**src/rtl/core/ber_tlv_pkg.sv**
```systemverilog
`default_nettype none

package ber_tlv_pkg;

  typedef enum logic [1:0] {
    PH_IDENT    = 2'd0,
    PH_TAG      = 2'd1,
    PH_LEN      = 2'd2,
    PH_LENBYTES = 2'd3
  } phase_t;

  typedef enum logic [1:0] {
    ST_OK       = 2'd0,
    ST_TAG_LONG = 2'd1,
    ST_LEN_LONG = 2'd2
  } status_t;

  localparam logic [4:0] TAG_LONG_FORM   = 5'h1F;
  localparam logic [3:0] TAG_MAX_OCTETS  = 4'd10;
  localparam logic [6:0] LEN_MAX_BYTES   = 7'd8;
  localparam logic [6:0] LEN_INDEFINITE  = 7'd0;

  typedef struct packed {
    logic [1:0]  tag_class;
    logic        constructed;
    logic [62:0] tag_num;
    logic [63:0] content_length;
    logic        indefinite;
    status_t     status;
  } result_t;

endpackage

`default_nettype wire

```
**src/rtl/core/ber_tlv_in_if.sv**
```systemverilog
`default_nettype none

interface ber_tlv_in_if;
  logic       valid;
  logic       ready;
  logic [7:0] data_byte;

  modport source (output valid, output data_byte, input ready);
  modport sink (input valid, input data_byte, output ready);
endinterface

`default_nettype wire

```
**src/rtl/core/ber_tlv_out_if.sv**
```systemverilog
`default_nettype none

interface ber_tlv_out_if;
  logic        valid;
  logic        ready;
  logic [1:0]  tag_class;
  logic        constructed;
  logic [62:0] tag_num;
  logic [63:0] content_length;
  logic        indefinite;
  logic [1:0]  status;

  modport source (output valid, output tag_class, output constructed, output tag_num,
                  output content_length, output indefinite, output status, input ready);
  modport sink (input valid, input tag_class, input constructed, input tag_num,
                input content_length, input indefinite, input status, output ready);
endinterface

`default_nettype wire

```
**src/rtl/core/ber_tlv_header_decoder.sv**
```systemverilog
// The final header octet passes the input register, then the output register driving out valid.
// Throughput: one octet per cycle while the output is not stalled; at most one result beat per header.
// The decode state machine sits between the input register and the output register.
// Reset (synchronous, active low) empties both registers and returns to identifier wait.
`default_nettype none

module ber_tlv_header_decoder
  import ber_tlv_pkg::*;
(
  input  wire logic clk,
  input  wire logic rst_n,
  ber_tlv_in_if.sink    in_bus,
  ber_tlv_out_if.source out_bus
);

  logic       s1_valid_r;
  logic [7:0] s1_byte_r;
  logic       out_valid_r;
  result_t    res_r;
  logic       advance;
  logic       in_ready;
  logic       emit;
  result_t    res;

  assign advance  = !out_valid_r || out_bus.ready;
  assign in_ready = !s1_valid_r || advance;
  assign in_bus.ready = in_ready;

  always_ff @(posedge clk) begin
    if (!rst_n) begin
      s1_valid_r <= 1'b0;
    end else if (in_ready) begin
      s1_valid_r <= in_bus.valid;
    end
  end

  always_ff @(posedge clk) begin
    if (in_ready && in_bus.valid) begin
      s1_byte_r <= in_bus.data_byte;
    end
  end

  ber_tlv_fsm u_fsm (
    .clk       (clk),
    .rst_n     (rst_n),
    .step      (s1_valid_r && advance),
    .data_byte (s1_byte_r),
    .emit      (emit),
    .res       (res)
  );

  always_ff @(posedge clk) begin
    if (!rst_n) begin
      out_valid_r <= 1'b0;
    end else if (advance) begin
      out_valid_r <= s1_valid_r && emit;
    end
  end

  always_ff @(posedge clk) begin
    if (advance && s1_valid_r && emit) begin
      res_r <= res;
    end
  end

  assign out_bus.valid          = out_valid_r;
  assign out_bus.tag_class      = res_r.tag_class;
  assign out_bus.constructed    = res_r.constructed;
  assign out_bus.tag_num        = res_r.tag_num;
  assign out_bus.content_length = res_r.content_length;
  assign out_bus.indefinite     = res_r.indefinite;
  assign out_bus.status         = res_r.status;

endmodule

`default_nettype wire

```
**src/rtl/core/ber_tlv_fsm.sv**
```systemverilog
`default_nettype none

module ber_tlv_fsm
  import ber_tlv_pkg::*;
(
  input  wire logic       clk,
  input  wire logic       rst_n,
  input  wire logic       step,
  input  wire logic [7:0] data_byte,
  output logic            emit,
  output result_t         res
);

  phase_t      phase_r, phase_nxt;
  logic [1:0]  class_r, class_nxt;
  logic        cons_r, cons_nxt;
  logic [62:0] tag_r, tag_nxt;
  logic [3:0]  cnt_r, cnt_nxt;
  logic [63:0] len_r, len_nxt;
  logic [3:0]  left_r, left_nxt;

  always_ff @(posedge clk) begin
    if (!rst_n) begin
      phase_r <= PH_IDENT;
      class_r <= '0;
      cons_r  <= 1'b0;
      tag_r   <= '0;
      cnt_r   <= '0;
      len_r   <= '0;
      left_r  <= '0;
    end else if (step) begin
      phase_r <= phase_nxt;
      class_r <= class_nxt;
      cons_r  <= cons_nxt;
      tag_r   <= tag_nxt;
      cnt_r   <= cnt_nxt;
      len_r   <= len_nxt;
      left_r  <= left_nxt;
    end
  end

  always_comb begin
    phase_nxt = phase_r;
    class_nxt = class_r;
    cons_nxt  = cons_r;
    tag_nxt   = tag_r;
    cnt_nxt   = cnt_r;
    len_nxt   = len_r;
    left_nxt  = left_r;
    emit      = 1'b0;
    res.tag_class      = class_r;
    res.constructed    = cons_r;
    res.tag_num        = tag_r;
    res.content_length = '0;
    res.indefinite     = 1'b0;
    res.status         = ST_OK;

    unique case (phase_r)
      PH_IDENT: begin
        class_nxt = data_byte[7:6];
        cons_nxt  = data_byte[5];
        cnt_nxt   = '0;
        if (data_byte[4:0] == TAG_LONG_FORM) begin
          tag_nxt   = '0;
          phase_nxt = PH_TAG;
        end else begin
          tag_nxt   = {58'd0, data_byte[4:0]};
          phase_nxt = PH_LEN;
        end
      end
      PH_TAG: begin
        tag_nxt = {tag_r[55:0], data_byte[6:0]};
        cnt_nxt = cnt_r + 4'd1;
        if (cnt_nxt >= TAG_MAX_OCTETS) begin
          emit        = 1'b1;
          res.tag_num = '0;
          res.status  = ST_TAG_LONG;
          phase_nxt   = PH_IDENT;
        end else if (!data_byte[7]) begin
          phase_nxt = PH_LEN;
        end
      end
      PH_LEN: begin
        if (!data_byte[7]) begin
          emit               = 1'b1;
          res.content_length = {57'd0, data_byte[6:0]};
          phase_nxt          = PH_IDENT;
        end else if (data_byte[6:0] == LEN_INDEFINITE) begin
          emit           = 1'b1;
          res.indefinite = 1'b1;
          phase_nxt      = PH_IDENT;
        end else if (data_byte[6:0] > LEN_MAX_BYTES) begin
          emit       = 1'b1;
          res.status = ST_LEN_LONG;
          phase_nxt  = PH_IDENT;
        end else begin
          len_nxt   = '0;
          left_nxt  = data_byte[3:0];
          phase_nxt = PH_LENBYTES;
        end
      end
      PH_LENBYTES: begin
        len_nxt = {len_r[55:0], data_byte};
        if (left_r != 4'd0) begin
          left_nxt = left_r - 4'd1;
        end
        if (left_nxt == 4'd0) begin
          emit               = 1'b1;
          res.content_length = len_nxt;
          phase_nxt          = PH_IDENT;
        end
      end
      default: begin
        phase_nxt = PH_IDENT;
      end
    endcase
  end

endmodule

`default_nettype wire

```
**src/flat_wrapper.sv**
```systemverilog
// flat-port wrapper written by rule: the top's interface ports become plain ports
module ber_tlv_header_decoder_flat import ber_tlv_pkg::*;
  (clk, rst_n, in_bus_valid, in_bus_data_byte, in_bus_ready, out_bus_valid, out_bus_tag_class, out_bus_constructed, out_bus_tag_num, out_bus_content_length, out_bus_indefinite, out_bus_status, out_bus_ready);
  ber_tlv_in_if in_bus_i ();
  ber_tlv_out_if out_bus_i ();
  input  wire logic clk;
  input  wire logic rst_n;
  input wire logic [$bits(in_bus_i.valid)-1:0] in_bus_valid;
  input wire logic [$bits(in_bus_i.data_byte)-1:0] in_bus_data_byte;
  output wire logic [$bits(in_bus_i.ready)-1:0] in_bus_ready;
  output wire logic [$bits(out_bus_i.valid)-1:0] out_bus_valid;
  output wire logic [$bits(out_bus_i.tag_class)-1:0] out_bus_tag_class;
  output wire logic [$bits(out_bus_i.constructed)-1:0] out_bus_constructed;
  output wire logic [$bits(out_bus_i.tag_num)-1:0] out_bus_tag_num;
  output wire logic [$bits(out_bus_i.content_length)-1:0] out_bus_content_length;
  output wire logic [$bits(out_bus_i.indefinite)-1:0] out_bus_indefinite;
  output wire logic [$bits(out_bus_i.status)-1:0] out_bus_status;
  input wire logic [$bits(out_bus_i.ready)-1:0] out_bus_ready;
  assign in_bus_i.valid = in_bus_valid;
  assign in_bus_i.data_byte = in_bus_data_byte;
  assign in_bus_ready = in_bus_i.ready;
  assign out_bus_valid = out_bus_i.valid;
  assign out_bus_tag_class = out_bus_i.tag_class;
  assign out_bus_constructed = out_bus_i.constructed;
  assign out_bus_tag_num = out_bus_i.tag_num;
  assign out_bus_content_length = out_bus_i.content_length;
  assign out_bus_indefinite = out_bus_i.indefinite;
  assign out_bus_status = out_bus_i.status;
  assign out_bus_i.ready = out_bus_ready;
  ber_tlv_header_decoder u_core (.clk(clk), .rst_n(rst_n), .in_bus(in_bus_i), .out_bus(out_bus_i));
endmodule
```
**config.mk**
```make
export PLATFORM = sky130hd
export DESIGN_NAME = ber_tlv_header_decoder_flat
export DESIGN_NICKNAME = d
export VERILOG_FILES = /design/src/rtl/core/ber_tlv_pkg.sv /design/src/rtl/core/ber_tlv_in_if.sv /design/src/rtl/core/ber_tlv_out_if.sv /design/src/rtl/core/ber_tlv_header_decoder.sv /design/src/rtl/core/ber_tlv_fsm.sv /design/src/flat_wrapper.sv
export SDC_FILE = /design/constraint.sdc
export NUM_CORES = 1
export LEC_CHECK = 0
export BUFFER_PORTS_ARGS = -buffer_cell sky130_fd_sc_hd__buf_2
export CORE_MARGIN = 1
export CORE_UTILIZATION = 50
export CTS_CLUSTER_SIZE = 25
export DETAILED_ROUTE_END_ITERATION = 8
export GPL_ROUTABILITY_DRIVEN = 0
export PLACE_DENSITY = 0.71
export SLEW_MARGIN = 5
export SYNTH_ARGS = -nofsm -noshare
export SYNTH_HDL_FRONTEND = slang
export SYNTH_SLANG_ARGS = --single-unit
```
**constraint.sdc**
```tcl
create_clock -name clk -period 19.9 [get_ports clk]
set_input_delay 2.985 -clock clk [delete_from_list [all_inputs] [get_ports clk]]
set_output_delay 2.985 -clock clk [all_outputs]
set_load 0.01 [all_outputs]
```
### Word-level counts from Yosys, hierarchy flattened

Cells that the tools add are included.

| word-level totals | value |
|---|---|
| register bits | 275 |
| logic and storage cells | 86 |
| output and inout bits | 135 |
| input bits | 12 |

| operators by class | value |
|---|---|
| reductions and logical operators | 19 |
| equality and inequality tests | 9 |
| add/subtract/negate cells | 2 |
| muxes and demuxes | 38 |
| $lt $le $gt $ge | 2 |

Operators with widths:

| cell | count |
|---|---|
| $mux 56 | 3 |
| $pmux 64 s2 | 1 |
| $mux 63 | 2 |
| $pmux 63 s2 | 1 |
| $pmux 56 s2 | 1 |
| $mux 64 | 1 |
| $mux 2 | 10 |
| $mux 4 | 5 |
| $pmux 4 s2 | 2 |
| $pmux 2 s4 | 1 |
| $gt 7x4->1 const B | 1 |
| $logic_not 7->1 | 1 |
| $mux 1 | 7 |
| $mux 7 | 1 |
| $ne 2x2->1 const B | 3 |
| $reduce_and 2->1 | 3 |
| $eq 5x5->1 const B | 1 |
| $mux 5 | 1 |
| $reduce_and 5->1 | 1 |
| $add 4x1->4 const B | 1 |
| $eq 2x2->1 const B | 2 |
| $ge 4x4->1 const B | 1 |
| $logic_and 1x1->1 | 4 |
| $logic_not 4->1 | 1 |
| 12 further kinds | 15 |

### Depth between registers and ports, before layout

| depth | value |
|---|---|
| word-level depth | 7 |
| depth in mapped cells | 9 |
| gate-level depth less buffers | 7 |

### Cells and area by module

Synthesis repeated with hierarchy kept, for this count alone.

| unflattened totals | value |
|---|---|
| cell total of the unflattened synthesis | 888 |
| area, all modules | 10,293.6 um2 |

By module, submodules not included:

| module | times used | cells each | area an instance (um2) | sequential area each (um2) |
|---|---|---|---|---|
| ber_tlv_fsm | 1 | 734 | 5,947.0 | 2,642.5 |
| ber_tlv_header_decoder | 1 | 154 | 4,346.7 | 4,274.1 |

### Worst setup path after synthesis

Ideal clock, no wire load.

| timing path | value |
|---|---|
| path kind | in2reg |
| start | input out_bus_ready |
| end | register u_core.res_r (netlist bit u_core.out_bus.constructed) (enable) |
| library setup time | 0.788 ns |
| path buffers | 0 |
| data required time | 19.112 ns |
| stages | 3 |
| arrival time | 12.295 ns |
| setup slack | 6.816 ns |
| cell sequence | nand2b_1 nand2_1 nor3_1 |

| on the way | value |
|---|---|
| cells in the longest elaborated chain, start to end | 3 |

Ends and longest elaborated chain:

| what | RTL line | text |
|---|---|---|
| start: declaration | flat_wrapper.sv:18 | `input wire logic [$bits(out_bus_i.ready)-1:0] out_bus_ready;` |
| $logic_or 1x1->1 | ber_tlv_header_decoder.sv:25 | `assign advance = !out_valid_r \|\| out_bus.ready;` |
| $logic_and 1x1->1 (2 in a row) | ber_tlv_header_decoder.sv:61 | `if (advance && s1_valid_r && emit) begin` |
| end signal: assignment | ber_tlv_header_decoder.sv:62 | `res_r <= res;` |
| end: declaration | ber_tlv_header_decoder.sv:19 | `result_t res_r;` |

Every way passes these cells.
A chain may end at the register's enable or synchronous reset.

### Worst setup path in the final report

| timing path | value |
|---|---|
| start | input out_bus_ready |
| end | output in_bus_ready |

| on the way | value |
|---|---|
| cells in the longest elaborated chain, start to end | 2 |

Ends and longest elaborated chain:

| what | RTL line | text |
|---|---|---|
| $logic_or 1x1->1 | ber_tlv_header_decoder.sv:25 |  |
| $logic_or 1x1->1 | ber_tlv_header_decoder.sv:26 | `assign in_ready = !s1_valid_r \|\| advance;` |
| end: declaration | flat_wrapper.sv:10 | `output wire logic [$bits(in_bus_i.ready)-1:0] in_bus_ready;` |

Every way passes these cells.

==> results.md <==
- CTS tree: done
- Maxcap violations: 0
- Final setup fails: 0
- Lkg Pwr: 4.60 nW
- Number of flops mapped to enable cells by yosys: 141
- Max-slew violations: 0
- Most frequent cells in the layout: buf_2 (146), edfxtp_1 (141), dfxtp_1 (134), nor2_1 (76), nor2b_1 (75)
- Die height: 143 microns
- Antenna violations before repair: 0
- Syn Area/Cell: 13.2 sq um
- Clock transition at path regs: 60 ps
- Hold-fix buffers at CTS: 0
- Die area: 0.0205 sq mm
- Slowest CP cell: buf_2
- Commonest non-fill, non-tap cell in the layout: buf_2
- Residual DRC: 0
- Mapped Cells: 754
- Worst setup EP type: output pin
- DP Area: 0.0108 sq mm
- Design area: 0.0118 sq mm
- Die width: 143 microns
- RSZ-0062 raised after global routing: false
- Least-Margin Pin Slew: 1180 ps
- Filler Cell Count: 1515
- Synth warn: 0
- Num ports: 147
- Tot GR Track Use: 18.6%
- Sequential area share after synthesis: 69.5%
- Critical hold path startpoint: u_core.u_fsm.cons_r
- R2R Path Start: u_core.u_fsm.left_r[0]
- Iter 0 DRT Violations: 447
- Synthesized area: 0.00995 sq mm
- Port bufs: 146
- Hold_ws: 431 ps
- Hold Path Class: register to register
- Top delay family on crit path: buffers and inverters
- Synth Flop Type: edfxtp_1
- Cell mode on critical path: buf_2
- Rows: 51
- Unique masters post-synth: 45
- Hold Vio Cnt, Final: 0
- Number of diodes: 0
- Crit start category: input pin
- Worst-path maximum fanout: 2
- Vias in the first global route: 5656
- Antenna Nets Post-Route: 0
- Drt wl/cell: 16.5 microns
- PostCTS Resize Cnt: 0
- Slew HR: 21.6%
- DR vias: 6198
- Status: finished clean
- Final worst path period share: 32.3%
- Syn nets: 773
- Final HPWL DP: 11400 microns
- Crit-path max cell delay: 150 ps
- Critical path data arrival time: 3440 ps
- Critical Path Start: out_bus_ready
- Final min period: 6430 ps
- Clock latency on the worst-skew pair: 510 ps
- Grt total ovfl: 0
- Clock buffer count from CTS: 27
- Cells along the critical path: buf_2 -> nor2b_1 -> nand2_1 -> buf_2
- Total negative slack: 0 ps
- Pre-CTS setup slack: 13470 ps
- WP data required: 16910 ps
- First-pass GRT wire length: 30000 microns
- Setup repair bufs after CTS: 0
- Skew final: 11.2 ps
- Synth async-reset ratio: 0%
- Final worst slack: 13470 ps
- CP Buf/Inv Count: 2
- Root Driver: clkbuf_16
- Detailed Routing Iterations Pass 1: 5
- H-tree levels: 1
- Nets: 905
- Fmax: 156 MHz
- Max VDD drop: 0.0640 mV
- P&R area growth vs syn: 18.5%
- Setup CP Type: input pin to output pin
- Layout cell share with drive strength beyond 1: 23.1%
- Drt total wl: 19300 microns
- CTS Buffer Depth: 3
- Largest net degree at the start of global routing: 85
- Initial cell density of the core: 51.1%
- PD cells: 99.7 mW/mm^2
- Clk sinks: 275
- Post-synthesis register bit count: 275
- DR vias/cell: 5.30
- Core box area: 0.0195 sq mm
-- stage by stage --
step / power, mW / cells / utilization, %
global route: 1.21 / 1170 / 60.6
finish: 1.18 / 1170 / 60.6
CTS: 1.19 / 1170 / 60.6
floorplan: 0.633 / 754 / -
detailed placement: 0.641 / 1122 / 55.5
global placement: 0.640 / 1122 / 55.5
-- cell families (layout without fill, tap and decap cells) --
group	after synthesis	count (layout)	synth area share, %
XOR/XNOR	1	1	0.0880
adder cells (fa/ha/maj)	7	7	0.880
buffers and inverters	60	211	3.11
AND/OR/NAND/NOR	256	256	13.9
AO/OA/AOI/OAI	150	150	12.0
flip-flops	275	275	69.5
multiplexers	5	5	0.503
-- final cells by class --
| cell class | count | area (sq um) | share of cell area, % |
|---|---|---|---|
| timing repair buffer | 153 | 783 | 6.64 |
| tap | 265 | 332 | 2.81 |
| multi-input combinational | 419 | 2740 | 23.2 |
| sequential | 275 | 6920 | 58.6 |
| clock buffer | 36 | 769 | 6.52 |
| clock inverter | 12 | 214 | 1.81 |
| inverter | 10 | 37.5 | 0.318 |
-- metal layers --
layer,part of all wire [%],vias to the layer above,track usage [%]
li1,-,2989,-
met1,46,3003,26.8
met2,47,174,29.0
met3,4.7,32,2.92
met4,2.1,0,5.55
met5,0,-,0
-- synthesized netlist by cell type (all sizes together), types with 2 or more instances --
cell type,instances,share of area [%]
edfxtp,141,43
dfxtp,134,27
nor2,76,2.9
nor2b,75,4.7
a22oi,64,4.8
and2,63,4.0
a22o,56,4.9
clkbuf,42,1.6
nand2,15,0.57
inv,10,0.38
a21oi,9,0.45
buf,8,1.1
ha,7,0.88
nor3,7,0.35
nand2b,6,0.38
mux2i,5,0.50
nor3b,3,0.23
o21ai,3,0.26
a211o,2,0.18
a211oi,2,0.15
and3,2,0.13
nor4b,2,0.18
o211ai,2,0.15
o32ai,2,0.18
or2,2,0.13
-- state kept, by name, indices dropped and copies added (netlist names), 4 cells and up --
register,count
u_core.out_bus.content_length,64
u_core.out_bus.tag_num,63
u_core.u_fsm.tag_r,63
u_core.u_fsm.len_r,56
u_core.s1_byte_r,8
u_core.u_fsm.cnt_r,4
u_core.u_fsm.left_r,4
-- power by group --
| part | switching (mW) | internal, mW | total (mW) | leakage, nW |
|---|---|---|---|---|
| Sequential | 0.00530 | 0.596 | 0.602 | 2.41 |
| Combinational | 0.0188 | 0.00782 | 0.0266 | 1.70 |
| Clock | 0.200 | 0.348 | 0.548 | 0.488 |
| Total | 0.224 | 0.952 | 1.18 | 4.60 |
-- path summary, 6_finish.rpt --
path                                            end  slack, ps  cells past startpoint
setup / recovery                       in_bus_ready      13470                      4
hold / removal           u_core.out_bus.constructed        430                      0
setup reg to reg  u_core.out_bus.content_length[38]      16690                      9
hold reg to reg          u_core.out_bus.constructed        430                      0
(Power assumes the default switching activity.)
